$ cat src/hw/rtl/bpg_pkg.sv
`timescale 1ns / 1ps

package bpg_pkg;

    localparam int HALF_W    = 16;
    localparam int TICKS_W   = 20;
    localparam int ELAPSED_W = 21;
    localparam int COUNT_W   = 8;
    localparam int OP_W      = 2;
    localparam int CFG_IDX_W = 2;

    typedef logic [OP_W-1:0]      t_op;
    typedef logic [COUNT_W-1:0]   t_count;
    typedef logic [HALF_W-1:0]    t_half;
    typedef logic [TICKS_W-1:0]   t_ticks;
    typedef logic [ELAPSED_W-1:0] t_elapsed;
    typedef logic [CFG_IDX_W-1:0] t_cfg_idx;
    typedef logic [1:0]           t_mode;

    localparam t_op OP_TICK  = 2'd0;
    localparam t_op OP_SHORT = 2'd1;
    localparam t_op OP_LONG  = 2'd2;
    localparam t_op OP_OFF   = 2'd3;

    localparam t_cfg_idx CFG_HALF_PERIOD = 2'd0;
    localparam t_cfg_idx CFG_SHORT_ON    = 2'd1;
    localparam t_cfg_idx CFG_LONG_ON     = 2'd2;
    localparam t_cfg_idx CFG_PAUSE       = 2'd3;

    localparam t_mode MODE_IDLE  = 2'd0;
    localparam t_mode MODE_TONE  = 2'd1;
    localparam t_mode MODE_PAUSE = 2'd2;

    localparam t_half  HALF_PERIOD_RST = 16'd250;
    localparam t_ticks SHORT_ON_RST    = 20'd100000;
    localparam t_ticks LONG_ON_RST     = 20'd500000;
    localparam t_ticks PAUSE_RST       = 20'd100000;

    localparam t_elapsed ELAPSED_MAX = {ELAPSED_W{1'b1}};

    typedef struct packed {
        t_mode    mode;
        logic     level;
        t_half    phase;
        t_elapsed elapsed;
        t_count   beeps;
    } t_bstate;

    localparam t_bstate IDLE_STATE = '{
        mode:    MODE_IDLE,
        level:   1'b0,
        phase:   '0,
        elapsed: '0,
        beeps:   '0
    };

endpackage

$ cat src/hw/rtl/bpg_cmd_if.sv
`timescale 1ns / 1ps

interface bpg_cmd_if;
    logic              valid;
    logic              ready;
    bpg_pkg::t_op      operation;
    bpg_pkg::t_count   beep_count;

    modport source (output valid, output operation, output beep_count, input ready);
    modport sink (input valid, input operation, input beep_count, output ready);
endinterface

$ cat src/hw/rtl/bpg_res_if.sv
`timescale 1ns / 1ps

interface bpg_res_if;
    logic valid;
    logic ready;
    logic pin_level;
    logic busy_res;

    modport source (output valid, output pin_level, output busy_res, input ready);
    modport sink (input valid, input pin_level, input busy_res, output ready);
endinterface

$ cat src/hw/rtl/beep_pattern_generator_unit.sv
`timescale 1ns / 1ps
// Buzzer beep burst generator.
// Commands and microsecond ticks arrive on i_cmd: operation 0 is a tick,
// 1 starts beep_count short beeps, 2 starts beep_count long beeps, 3 stops.
// Every transfer on i_cmd yields exactly one transfer on o_res that carries
// the buzzer pin level and the busy flag as they stand after that item.
// The result appears in the cycle after the input transfer, and a new
// item is taken every cycle while results drain.
// The pattern counters advance through one combinational pass from the
// state registers into the state and result registers.
// When the receiver stalls, the result register holds its value and
// i_cmd.ready drops until o_res transfers; ready is high again in the
// cycle the waiting result is taken.
// Timing registers are written through i_cfg_we, i_cfg_idx and i_cfg_data; the user must
// write them only while no item is in flight, which the block leaves unchecked.
// Synchronous reset loads the default timing (250/100000/500000/100000
// ticks), clears the pattern to idle with the pin low and empties o_res.
module beep_pattern_generator_unit (
    input  logic              i_clk,
    input  logic              i_rst_n,
    bpg_cmd_if.sink           i_cmd,
    bpg_res_if.source         o_res,
    input  logic              i_cfg_we,
    input  bpg_pkg::t_cfg_idx i_cfg_idx,
    input  bpg_pkg::t_ticks   i_cfg_data
);
    import bpg_pkg::*;

    t_half   r_half_period;
    t_ticks  r_short_on;
    t_ticks  r_long_on;
    t_ticks  r_pause;
    t_ticks  r_tone_len;
    t_ticks  n_tone_len;
    t_bstate r_st;
    t_bstate n_st;
    logic    r_out_valid;
    logic    r_pin;
    logic    r_busy;
    logic    w_accept;
    t_half   w_hp;
    t_half   w_phase;
    t_elapsed w_elapsed;

    // Ends the current beep: a pause, the next beep or idle follows.
    function automatic t_bstate f_end_beep(t_bstate s, t_ticks pause, t_ticks tone);
        t_bstate r;
        r         = s;
        r.level   = 1'b0;
        r.phase   = '0;
        r.elapsed = '0;
        r.beeps   = s.beeps - COUNT_W'(1);
        if (r.beeps == '0) begin
            r = IDLE_STATE;
        end else if (pause != '0) begin
            r.mode = MODE_PAUSE;
        end else if (tone == '0) begin
            // Remaining beeps are empty and have no gap, so the pattern is done.
            r = IDLE_STATE;
        end else begin
            r.mode  = MODE_TONE;
            r.level = 1'b1;
        end
        return r;
    endfunction

    function automatic t_bstate f_begin_beep(t_bstate s, t_ticks pause, t_ticks tone);
        t_bstate r;
        r         = s;
        r.mode    = MODE_TONE;
        r.phase   = '0;
        r.elapsed = '0;
        if (tone != '0) begin
            r.level = 1'b1;
        end else begin
            r.level = 1'b0;
            r = f_end_beep(r, pause, tone);
        end
        return r;
    endfunction

    assign w_accept    = i_cmd.valid && i_cmd.ready;
    assign i_cmd.ready = !r_out_valid || o_res.ready;

    assign o_res.valid     = r_out_valid;
    assign o_res.pin_level = r_pin;
    assign o_res.busy_res  = r_busy;

    // A half period of zero behaves as one tick.
    assign w_hp      = (r_half_period == '0) ? HALF_W'(1) : r_half_period;
    assign w_elapsed = (r_st.elapsed == ELAPSED_MAX) ? r_st.elapsed
                                                     : r_st.elapsed + ELAPSED_W'(1);
    assign w_phase   = r_st.phase + HALF_W'(1);

    always_comb begin
        n_st       = r_st;
        n_tone_len = r_tone_len;
        case (i_cmd.operation)
            OP_TICK: begin
                n_st.elapsed = w_elapsed;
                if (r_st.mode == MODE_PAUSE) begin
                    if (w_elapsed >= {1'b0, r_pause}) begin
                        n_st = f_begin_beep(n_st, r_pause, r_tone_len);
                    end
                end else if (r_st.mode == MODE_TONE) begin
                    n_st.phase = w_phase;
                    if (w_phase >= w_hp) begin
                        n_st.phase = '0;
                        if (r_st.level) begin
                            n_st.level = 1'b0;
                        end else if (w_elapsed < {1'b0, r_tone_len}) begin
                            n_st.level = 1'b1;
                        end else begin
                            n_st = f_end_beep(n_st, r_pause, r_tone_len);
                        end
                    end
                end
            end
            OP_OFF: begin
                n_st = IDLE_STATE;
            end
            default: begin
                n_st       = IDLE_STATE;
                n_tone_len = (i_cmd.operation == OP_SHORT) ? r_short_on : r_long_on;
                if (i_cmd.beep_count != '0) begin
                    n_st.beeps = i_cmd.beep_count;
                    n_st = f_begin_beep(n_st, r_pause, n_tone_len);
                end
            end
        endcase
    end

    always_ff @(posedge i_clk) begin
        if (!i_rst_n) begin
            r_half_period <= HALF_PERIOD_RST;
            r_short_on    <= SHORT_ON_RST;
            r_long_on     <= LONG_ON_RST;
            r_pause       <= PAUSE_RST;
        end else if (i_cfg_we) begin
            unique case (i_cfg_idx)
                CFG_HALF_PERIOD: r_half_period <= i_cfg_data[HALF_W-1:0];
                CFG_SHORT_ON:    r_short_on    <= i_cfg_data;
                CFG_LONG_ON:     r_long_on     <= i_cfg_data;
                CFG_PAUSE:       r_pause       <= i_cfg_data;
                default:         r_pause       <= r_pause;
            endcase
        end
    end

    always_ff @(posedge i_clk) begin
        if (!i_rst_n) begin
            r_st        <= IDLE_STATE;
            r_tone_len  <= '0;
            r_out_valid <= 1'b0;
        end else if (w_accept) begin
            r_st        <= n_st;
            r_tone_len  <= n_tone_len;
            r_out_valid <= 1'b1;
        end else if (o_res.ready) begin
            r_out_valid <= 1'b0;
        end
    end

    // Result payload needs no reset; it is qualified by r_out_valid.
    always_ff @(posedge i_clk) begin
        if (w_accept) begin
            r_pin  <= n_st.level;
            r_busy <= (n_st.mode != MODE_IDLE);
        end
    end

endmodule

$ cat src/flat_wrapper.sv
// flat-port wrapper written by rule: the top's interface ports become plain ports
module beep_pattern_generator_unit_flat import bpg_pkg::*;
  (i_clk, i_rst_n, i_cfg_we, i_cfg_idx, i_cfg_data, i_cmd_valid, i_cmd_operation, i_cmd_beep_count, i_cmd_ready, o_res_valid, o_res_pin_level, o_res_busy_res, o_res_ready);
  bpg_cmd_if i_cmd_i ();
  bpg_res_if o_res_i ();
  input  logic i_clk;
  input  logic i_rst_n;
  input  logic i_cfg_we;
  input  bpg_pkg::t_cfg_idx i_cfg_idx;
  input  bpg_pkg::t_ticks i_cfg_data;
  input wire logic [$bits(i_cmd_i.valid)-1:0] i_cmd_valid;
  input wire logic [$bits(i_cmd_i.operation)-1:0] i_cmd_operation;
  input wire logic [$bits(i_cmd_i.beep_count)-1:0] i_cmd_beep_count;
  output wire logic [$bits(i_cmd_i.ready)-1:0] i_cmd_ready;
  output wire logic [$bits(o_res_i.valid)-1:0] o_res_valid;
  output wire logic [$bits(o_res_i.pin_level)-1:0] o_res_pin_level;
  output wire logic [$bits(o_res_i.busy_res)-1:0] o_res_busy_res;
  input wire logic [$bits(o_res_i.ready)-1:0] o_res_ready;
  assign i_cmd_i.valid = i_cmd_valid;
  assign i_cmd_i.operation = i_cmd_operation;
  assign i_cmd_i.beep_count = i_cmd_beep_count;
  assign i_cmd_ready = i_cmd_i.ready;
  assign o_res_valid = o_res_i.valid;
  assign o_res_pin_level = o_res_i.pin_level;
  assign o_res_busy_res = o_res_i.busy_res;
  assign o_res_i.ready = o_res_ready;
  beep_pattern_generator_unit u_core (.i_clk(i_clk), .i_rst_n(i_rst_n), .i_cmd(i_cmd_i), .o_res(o_res_i), .i_cfg_we(i_cfg_we), .i_cfg_idx(i_cfg_idx), .i_cfg_data(i_cfg_data));
endmodule
$ cat config.mk
export PLATFORM = sky130hd
export DESIGN_NAME = beep_pattern_generator_unit_flat
export DESIGN_NICKNAME = d
export VERILOG_FILES = /design/src/hw/rtl/bpg_pkg.sv /design/src/hw/rtl/bpg_cmd_if.sv /design/src/hw/rtl/bpg_res_if.sv /design/src/hw/rtl/beep_pattern_generator_unit.sv /design/src/flat_wrapper.sv
export SDC_FILE = /design/constraint.sdc
export NUM_CORES = 1
export LEC_CHECK = 0
export ABC_AREA = 1
export BUFFER_PORTS_ARGS = -buffer_cell sky130_fd_sc_hd__buf_2
export CAP_MARGIN = 20
export CORE_AREA = 2 2 142 144
export DETAILED_ROUTE_END_ITERATION = 7
export DIE_AREA = 0 0 144 146
export SYNTH_ARGS = -nofsm -noshare
export SYNTH_HDL_FRONTEND = slang
export SYNTH_SLANG_ARGS = --single-unit
$ cat constraint.sdc
create_clock -name i_clk -period 3.37 [get_ports i_clk]
set_input_delay 0.5055 -clock i_clk [delete_from_list [all_inputs] [get_ports i_clk]]
set_output_delay 0.5055 -clock i_clk [all_outputs]
set_load 0.02 [all_outputs]
==> PnR_summary.wiki, run 1 <==
{| class="wikitable"
! Metric !! Value
|-
| Total area of multi-input combinational cells || roughly 0.0054 mm2
|-
| Buffer depth of the longest clock path || 2
|-
| Actual slew at the worst max-slew pin || 0.7390 ns
|-
| Filler instances || 1822
|-
| Setup repair after global routing missed its margin || true
|-
| EDFF count, synth || 2
|-
| Number of DRC markers in iteration 0 || around 460
|-
| Slew headroom || 50.68%
|-
| Largest net degree at the start of global routing || 49
|-
| Total Wirelength || 24.97 mm
|-
| Clock tree root driver cell || sky130_fd_sc_hd__clkbuf_16
|-
| Clk_skew || ~0.012 ns
|-
| Average routed wire per standard cell || 15.34 um
|-
| Synthesis-stage register bit count || 147
|-
| Syn Area/Cell || between 7 and 8 um2
|-
| F_max || 285.2 MHz
|-
| Final #Nets || 1451
|-
| Antenna cell count || 0
|-
| Gp weighted congestion || 0.8502
|-
| Arrival time at the worst endpoint || 3.87 ns
|-
| Fraction of registers with async set or reset after synthesis || 0%
|-
| Count of input and output buffers || 40
|-
| Fin crit share || 104.1%
|-
| Latest clock arrival within the worst-skew pair || ~0.43 ns
|-
| Power per cell area || between 400 and 500 mW/mm2
|-
| Critical path startpoint category || flip-flop
|-
| Outcome || complete, but fails checks
|-
| Primary flip-flop cell chosen by synthesis mapping || sky130_fd_sc_hd__dfxtp_1
|-
| Post-Synthesis Net Count || 1330
|-
| Smallest setup slack after layout || -0.1367 ns
|-
| Global route total overflow || 0
|-
| Die Area || approximately 0.021 mm2
|-
| Max-slew violation count || 0
|-
| Global-route wire length before repair || between 30 and 40 mm
|-
| Startpoint of the most critical register-to-register path || u_core.r_st[9]$_SDFFE_PN0P_
|-
| CP required || 3.73 ns
|-
| Number of vias per cell || 5.142
|-
| Ratio of cells with drive above 1 in the final layout || 23.04%
|-
| Max-cap viol count || 0
|-
| Post-layout minimum cycle time || 3.507 ns
|-
| Via count of the first global-routing pass || between 7k and 8k
|-
| Post-Syn Instances || between 1k and 1.5k
|-
| TritonCTS clock tree || built
|-
| FF-to-FF End || u_core.r_st[20]$_SDFFE_PN0P_
|-
| Number of synthesis warnings || 0
|-
| R2r worst-path depth || 27
|-
| Total negative setup slack || -4.051 ns
|-
| Top Ports || 41
|-
| Endpoints failing setup || around 50
|-
| Critical Path Sink Type || flip-flop
|-
| Post-route non-filler standard cell count || 1628
|-
| Violated checks || negative setup slack
|-
| DRC violations left || 0
|-
| Area after detailed placement || 0.009701 mm2
|-
| Hold_buf cts || 0
|-
| Area growth from synthesis to layout || 28.59%
|-
| Clock-pin slew reported for the worst setup and hold paths after clock tree synthesis || about 0.060 ns
|-
| Row count || 51
|-
| X dimension of the die || 144 um
|-
| Num Clock Sinks || 147
|-
| Reg-to-reg setup timing slack || -0.14 ns
|-
| Antenna Violating Nets Remaining || 0
|-
| Share of the yosys chip area belonging to registers || about 34%
|-
| Setup Crit Path Kind || reg -> reg
|-
| Leakage || 4.969 nW
|-
| Register area || 0.002977 mm2
|-
| Fin area || 0.01109 mm2
|-
| Post-Place Worst Slack || -0.2794 ns
|-
| Number of vias after detailed routing || 8371
|-
| Worst hold margin || 0.3266 ns
|-
| Number of antenna violations at the first check in global routing || 0
|-
| Peak VDD IR || 364.4 uV
|-
| Launching element of the worst setup path || u_core.r_st[9]$_SDFFE_PN0P_
|-
| Post-Synthesis Cell Area || between 0.008 and 0.009 mm2
|-
| Worst hold path type || in -> reg
|-
| Total routing usage reported by global routing || around a quarter
|-
| Post-synthesis cell type count || 41
|-
| Initial Util || between 40% and 50%
|-
| CTS H-Tree Depth || 4
|-
| End point of the critical path || u_core.r_st[20]$_SDFFE_PN0P_
|-
| Hpwl dp || approximately 18 mm
|-
| Total iterations of the first detailed-routing run || 5
|-
| Core Region || 0.01933 mm2
|-
| Highest net fanout along the worst path || 11
|-
| Cts bufs inserted || 17
|-
| Hold violation total from the final report || 0
|-
| Die Y || 146 um
|-
| Dpl cells || 1582
|}
[timing repair]
item	CTS	global route
setup buffers	2	7
pin swaps	28	58
cloned	1	4
endpoints found under the setup margin	50	50
hold endpoints to repair	0	0
resized for setup	54	89
[how the worst min path moves through the flow]
stage                                            from                           endpoint  slack (ns)  depth (start not counted)
CTS                                    i_cfg_data[17]  u_core.r_long_on[17]$_SDFFE_PN1P_        0.31                          3
detailed placement   u_core.r_long_on[9]$_SDFFE_PN0P_   u_core.r_long_on[9]$_SDFFE_PN0P_        0.44                          2
finish                                 i_cfg_data[17]  u_core.r_long_on[17]$_SDFFE_PN1P_        0.33                          3
global route                           i_cfg_data[18]  u_core.r_long_on[18]$_SDFFE_PN1P_        0.33                          3
global placement    u_core.r_long_on[13]$_SDFFE_PN1P_  u_core.r_long_on[13]$_SDFFE_PN1P_        0.43                          2
floorplan           u_core.r_long_on[13]$_SDFFE_PN1P_  u_core.r_long_on[13]$_SDFFE_PN1P_        0.42                          2
[cells in the mapped netlist, types with 15 or more instances]
| library cell | number | area, um2 |
|---|---|---|
| sky130_fd_sc_hd__nand3_1 | 75 | 375.4 |
| sky130_fd_sc_hd__xor2_1 | 30 | 262.8 |
| sky130_fd_sc_hd__nand4_1 | 20 | 125.1 |
| sky130_fd_sc_hd__nor2_1 | 108 | 405.4 |
| sky130_fd_sc_hd__a21oi_1 | 141 | 705.7 |
| sky130_fd_sc_hd__nor3_1 | 15 | 75.07 |
| sky130_fd_sc_hd__ha_1 | 64 | 800.8 |
| sky130_fd_sc_hd__clkbuf_1 | 30 | 112.6 |
| sky130_fd_sc_hd__dfxtp_1 | 145 | 2903 |
| sky130_fd_sc_hd__o21ai_0 | 103 | 515.5 |
| sky130_fd_sc_hd__nand2_1 | 221 | 829.6 |
| sky130_fd_sc_hd__inv_1 | 163 | 611.8 |
[per-stage QoR]
stage | power [mW] | utilization, %
final | 4.563 | 57.37
after global routing | 4.760 | 57.37
after CTS | 4.535 | 54.69
after detailed placement | 2.550 | 50.17
after global placement | 2.542 | 50.17
after floorplan | 2.350 | -
[state kept, by name (all words and copies together) (netlist names)]
register                flops
u_core.o_res.pin_level      1
u_core.r_short_on          20
u_core.r_pause             20
u_core.o_res.busy_res       1
u_core.r_long_on           20
u_core.r_half_period       16
u_core.r_st                48
u_core.o_res.valid          1
u_core.r_tone_len          20
[cells in the final DEF (no fill, tap or decap), types with 7 or more instances in the layout]
| master | count |
|---|---|
| sky130_fd_sc_hd__a21oi_2 | 14 |
| sky130_fd_sc_hd__inv_1 | 158 |
| sky130_fd_sc_hd__nor4_1 | 13 |
| sky130_fd_sc_hd__nor2_1 | 99 |
| sky130_fd_sc_hd__nand2_2 | 18 |
| sky130_fd_sc_hd__clkbuf_16 | 20 |
| sky130_fd_sc_hd__dfxtp_1 | 138 |
| sky130_fd_sc_hd__buf_4 | 92 |
| sky130_fd_sc_hd__o21ai_0 | 99 |
| sky130_fd_sc_hd__nand3_1 | 48 |
| sky130_fd_sc_hd__nor3_1 | 10 |
| sky130_fd_sc_hd__buf_2 | 40 |
| sky130_fd_sc_hd__nand2_1 | 204 |
| sky130_fd_sc_hd__nor3_2 | 7 |
| sky130_fd_sc_hd__nor2_2 | 10 |
| sky130_fd_sc_hd__ha_1 | 58 |
| sky130_fd_sc_hd__a21oi_1 | 127 |
| sky130_fd_sc_hd__nand4_1 | 20 |
| sky130_fd_sc_hd__nand3_2 | 27 |
| sky130_fd_sc_hd__nand2_4 | 10 |
| sky130_fd_sc_hd__buf_6 | 7 |
| sky130_fd_sc_hd__o211ai_1 | 13 |
| sky130_fd_sc_hd__inv_2 | 8 |
| sky130_fd_sc_hd__a211oi_1 | 12 |
| sky130_fd_sc_hd__xor2_1 | 25 |
[where the power goes]
group / switching [mW] / internal [mW] / total, mW
registers: 0.0445 / 1.83 / 1.88
logic: 0.458 / 0.254 / 0.711
clock network: 0.836 / 1.14 / 1.97
[cells by family after synthesis]
group,share of synthesized area (%)
AND/OR/NAND/NOR,25.60
AO/OA/AOI/OAI,17.07
buffers and inverters,9.848
flip-flops,34.34
adder cells (fa/ha/maj),9.282
XOR/XNOR,3.858
[critical path, stage by stage, from the launching register on]
cell                      delay (ns)
sky130_fd_sc_hd__dfxtp_2        0.35
sky130_fd_sc_hd__ha_4           0.16
sky130_fd_sc_hd__nand3_4        0.08
sky130_fd_sc_hd__nor2_4         0.18
sky130_fd_sc_hd__buf_6          0.13
sky130_fd_sc_hd__nand2_4        0.04
sky130_fd_sc_hd__nor2_4         0.12
sky130_fd_sc_hd__nand2_2        0.08
sky130_fd_sc_hd__nor3b_4        0.23
sky130_fd_sc_hd__buf_6          0.15
sky130_fd_sc_hd__xor2_4         0.18
sky130_fd_sc_hd__ha_1           0.27
sky130_fd_sc_hd__nand2_1        0.10
sky130_fd_sc_hd__nor2_2         0.04
sky130_fd_sc_hd__nand3_1        0.06
sky130_fd_sc_hd__nor2_1         0.06
sky130_fd_sc_hd__nor3b_1        0.17
sky130_fd_sc_hd__nand2_1        0.07
sky130_fd_sc_hd__nand2_1        0.05
sky130_fd_sc_hd__nand2_1        0.05
sky130_fd_sc_hd__nand2_2        0.12
sky130_fd_sc_hd__nand2_4        0.07
sky130_fd_sc_hd__nand2_2        0.10
sky130_fd_sc_hd__nand2_4        0.08
sky130_fd_sc_hd__inv_6          0.09
sky130_fd_sc_hd__buf_12         0.14
sky130_fd_sc_hd__nand3_1        0.10
sky130_fd_sc_hd__a21oi_1        0.15
[metal layers]
layer  GRT usage [%]  part of all wire [%]  routed length [um]
met5               0                     0                   0
met4           6.716                   2.2                 540
met3           4.179                   4.3                1074
met1           34.70                    49               12170
met2           36.14                    45               11180
[final cells by class]
type,count,share of cell area (%)
inverter,170,5.865
timing repair buffer,147,10.28
sequential,147,26.83
multi-input combinational,867,48.50
tap,265,2.989
clock inverter,14,1.579
clock buffer,18,3.959
Power figures use the tool's default switching activity.
==> run 2: changes to the inputs <==
--- a/config.mk
+++ b/config.mk
@@ -6,9 +6,11 @@
 export NUM_CORES = 1
 export LEC_CHECK = 0
 export ABC_AREA = 1
+export ABC_CLOCK_PERIOD_IN_PS = 3370
 export BUFFER_PORTS_ARGS = -buffer_cell sky130_fd_sc_hd__buf_2
 export CAP_MARGIN = 20
 export CORE_AREA = 2 2 142 144
+export CTS_BUF_LIST = sky130_fd_sc_hd__clkbuf_8
 export DETAILED_ROUTE_END_ITERATION = 7
 export DIE_AREA = 0 0 144 146
 export SYNTH_ARGS = -nofsm -noshare
==> run 2 against run 1 <==
Against the previous run: the run ends with design-rule violations, negative setup slack left; maximum frequency is 2.2% higher; register-to-register slack better by 0.07 ns; combinational power is 2% higher; worst hold slack worse by 0.031 ns; cell area is 1.0% lower; sequential power hardly changed; global-route usage is 0.20 points lower; die area stayed put.
==> PnR_summary.wiki, run 2 (synthesis results as in run 1) <==
{| class="wikitable"
! Metric !! Value
|-
| Antenna Violating Nets Remaining || 0 (unchanged)
|-
| Initial Util || 44.62% (unchanged)
|-
| Setup Crit Path Kind || reg -> reg
|-
| Die Area || 0.02102 mm2 (unchanged)
|-
| Top Ports || 41 (unchanged)
|-
| Most common library cell in the layout ignoring fill and taps || sky130_fd_sc_hd__nand2_1
|-
| Global-route wire length before repair || 39.72 mm (-0.17%)
|-
| Power per cell area || 370.9 mW/mm2 (-9.8%)
|-
| Total iterations of the first detailed-routing run || 8 (+3)
|-
| Gp weighted congestion || 0.8502 (unchanged)
|-
| Maximum single-stage delay on the critical path || 0.36 ns (about the same)
|-
| Largest net degree at the start of global routing || 49 (unchanged)
|-
| Hpwl dp || 17.83 mm (unchanged)
|-
| Leakage || 4.878 nW (-1.8%)
|-
| Clk_skew || 0.01624 ns (+0.004528 ns)
|-
| Hold_buf cts || 0 (unchanged)
|-
| Total routing usage reported by global routing || 23.66% (-0.20 points)
|-
| Die Y || 146 um (unchanged)
|-
| Count of input and output buffers || 40 (unchanged)
|-
| Number of DRC markers in iteration 0 || 425 (-8.0%)
|-
| End point of the critical path || u_core.r_st[8]$_SDFFE_PN0P_
|-
| Buffer depth of the longest clock path || 2 (unchanged)
|-
| Hold Crit Start || i_cfg_data[17]
|-
| Final #Nets || 1449 (-0.14%)
|-
| Launching element of the worst setup path || u_core.r_st[9]$_SDFFE_PN0P_
|-
| Part of the power in registers || 46.1% (+4.9 points)
|-
| Fin crit share || 101.8% (-2.2 points)
|-
| Violated checks || design-rule violations, negative setup slack
|-
| Startpoint of the most critical register-to-register path || u_core.r_st[9]$_SDFFE_PN0P_
|-
| Biggest register || u_core.r_st
|-
| Worst path slowest cell || sky130_fd_sc_hd__dfxtp_2
|-
| Setup repair after global routing missed its margin || true
|-
| Smallest setup slack after layout || -0.06229 ns (+0.07446 ns)
|-
| Latest clock arrival within the worst-skew pair || 0.47 ns (+0.04 ns)
|-
| Critical Path Sink Type || flip-flop
|-
| Area growth from synthesis to layout || 27.24%
|-
| Total Wirelength || 24.81 mm (-0.64%)
|-
| Ratio of cells with drive above 1 in the final layout || 24.25% (+1.2 points)
|-
| Antenna cell count || 0 (unchanged)
|-
| Hold violation total from the final report || 0 (unchanged)
|-
| Number of vias per cell || 5.171 (+0.57%)
|-
| Number of flip-flops in the largest register || 48 (unchanged)
|-
| Number of antenna violations at the first check in global routing || 0 (unchanged)
|-
| Worst hold path type || in -> reg
|-
| Sw Pwr || 1.276 mW (-4.7%)
|-
| Cts bufs inserted || 17 (unchanged)
|-
| Reg-to-reg setup timing slack || -0.06 ns (+0.07 ns)
|-
| TritonCTS clock tree || built
|-
| Post-Route Utilization || 56.77% (-0.60 points)
|-
| Clock tree root driver cell || sky130_fd_sc_hd__clkbuf_8
|-
| Most frequent cells in the layout || sky130_fd_sc_hd__nand2_1, sky130_fd_sc_hd__inv_1, sky130_fd_sc_hd__dfxtp_1, sky130_fd_sc_hd__a21oi_1, sky130_fd_sc_hd__nor2_1
|-
| Peak VDD IR || 289.5 uV (-21%)
|-
| Clock-pin slew reported for the worst setup and hold paths after clock tree synthesis || 0.08 ns (+0.02 ns)
|-
| Arrival time at the worst endpoint || 3.75 ns (-0.12 ns)
|-
| CTS H-Tree Depth || 4 (unchanged)
|-
| Num Clock Sinks || 147 (unchanged)
|-
| Max-slew violation count || 0 (unchanged)
|-
| Dpl cells || 1582 (unchanged)
|-
| Max-cap viol count || 0 (unchanged)
|-
| Number of vias after detailed routing || 8408 (+0.44%)
|-
| Internal power || 2.796 mW (-13%)
|-
| Critical path startpoint category || flip-flop
|-
| DRC violations left || 2 (+2)
|-
| Proportion of total power due to net switching || 31.33% (+2.0 points)
|-
| Core Region || 0.01933 mm2 (unchanged)
|-
| Clock power frac || 36.1% (-7.1 points)
|-
| Via count of the first global-routing pass || 7851 (-0.18%)
|-
| X dimension of the die || 144 um (unchanged)
|-
| F_max || 291.4 MHz (+2.2%)
|-
| Highest net fanout along the worst path || 21 (+10)
|-
| Global route total overflow || 0 (unchanged)
|-
| Slew headroom || 49.53% (-1.1 points)
|-
| R2r worst-path depth || 28 (+3.7%)
|-
| Actual slew at the worst max-slew pin || 0.7562 ns (+0.01722 ns)
|-
| Row count || 51 (unchanged)
|-
| Area after detailed placement || 0.009701 mm2 (unchanged)
|-
| CP required || 3.69 ns (-0.04 ns)
|-
| Combinational group share of total power || 17.7% (+2.1 points)
|-
| FF-to-FF End || u_core.r_st[8]$_SDFFE_PN0P_
|-
| Outcome || complete, but fails checks
|-
| Average routed wire per standard cell || 15.26 um (-0.52%)
|-
| Fin area || 0.01098 mm2 (-1.0%)
|-
| Post-route non-filler standard cell count || 1626 (-0.12%)
|-
| Endpoints failing setup || 30 (-39%)
|-
| Post-layout minimum cycle time || 3.432 ns (-0.07446 ns)
|}
==> run 2: changes by cell type in the layout (fill, tap and decap cells not counted), moves of 3 or more <==
cell / change
sky130_fd_sc_hd__clkbuf_16: -18
sky130_fd_sc_hd__clkbuf_8: +17
sky130_fd_sc_hd__nand2_1: -8
sky130_fd_sc_hd__nand2_2: +7
sky130_fd_sc_hd__a21oi_1: -5
sky130_fd_sc_hd__a21oi_2: +4
sky130_fd_sc_hd__ha_1: -4
sky130_fd_sc_hd__ha_4: +3
sky130_fd_sc_hd__nand3_1: +3
==> run 2: how the worst min path moves through the flow <==
| stage | end | slack (ns) | depth (start not counted) |
|---|---|---|---|
| after CTS | u_core.r_long_on[17]$_SDFFE_PN1P_ | 0.27 | 3 |
| after floorplan | u_core.r_long_on[13]$_SDFFE_PN1P_ | 0.42 | 2 |
| after global placement | u_core.r_long_on[13]$_SDFFE_PN1P_ | 0.43 | 2 |
| after detailed placement | u_core.r_long_on[9]$_SDFFE_PN0P_ | 0.44 | 2 |
| final | u_core.r_long_on[17]$_SDFFE_PN1P_ | 0.30 | 3 |
| after global routing | u_core.r_long_on[18]$_SDFFE_PN1P_ | 0.29 | 3 |
==> run 2: timing repair <==
action	4_1_cts	5_1_grt
endpoints found under the hold margin	0	0
endpoints found under the setup margin	50	50
cloned	1	3
buffers inserted	1	7
gates resized for setup	62	99
pin swaps	35	62
==> run 2: worst max-delay path: cells and delay by family, from the launching register on <==
kind,cells,cell delay [ns]
and+or+nand+nor,20,1.78
buffers and inverters,4,0.49
adders and majority gates,2,0.44
DFF,1,0.36
xor gates and xnor gates,1,0.16
AOI/OAI and AO/OA,1,0.06
==> run 2: final cells by class <==
type | count | area [um2]
clock buffers | 18 | 247.7
clock inverters | 14 | 175.2
fillers | 1844 | 8358
inverters | 170 | 646.9
multi-input cells | 867 | 5497
flip-flops and latches | 147 | 2972
well taps | 265 | 331.6
repair buffers | 145 | 1107
==> run 2: per-stage QoR <==
stage	power, mW	worst slack (ns)	TNS, ns	hold WS (ns)
2_1_floorplan	2.350	0.03028	0	0.4236
3_3_place_gp	2.542	-0.2230	-6.975	0.4333
3_5_place_dp	2.550	-0.2794	-9.303	0.4380
4_1_cts	4.032	-0.02845	-0.1650	0.2740
5_1_grt	4.268	-0.3148	-12.94	0.2902
6_report	4.071	-0.06229	-1.152	0.2957
==> run 2: routing by layer <==
metal | vias to the layer above | part of all wire (%) | track usage [%] | wire length [um]
li1 | 4296 | - | - | -
met1 | 3929 | 50 | 34.66 | 12310
met2 | 157 | 45 | 36.17 | 11210
met3 | 26 | 3.6 | 3.718 | 888
met4 | 0 | 1.6 | 6.029 | 408
met5 | - | 0 | 0 | 0
==> run 2: power groups by stage <==
stage | combinational [mW] | clock, mW | sequential (mW)
floorplan | 0.438 | 0 | 1.91
global placement | 0.627 | 0 | 1.91
detailed placement | 0.634 | 0 | 1.92
CTS | 0.661 | 1.50 | 1.88
global route | 0.811 | 1.57 | 1.89
finish | 0.723 | 1.47 | 1.88
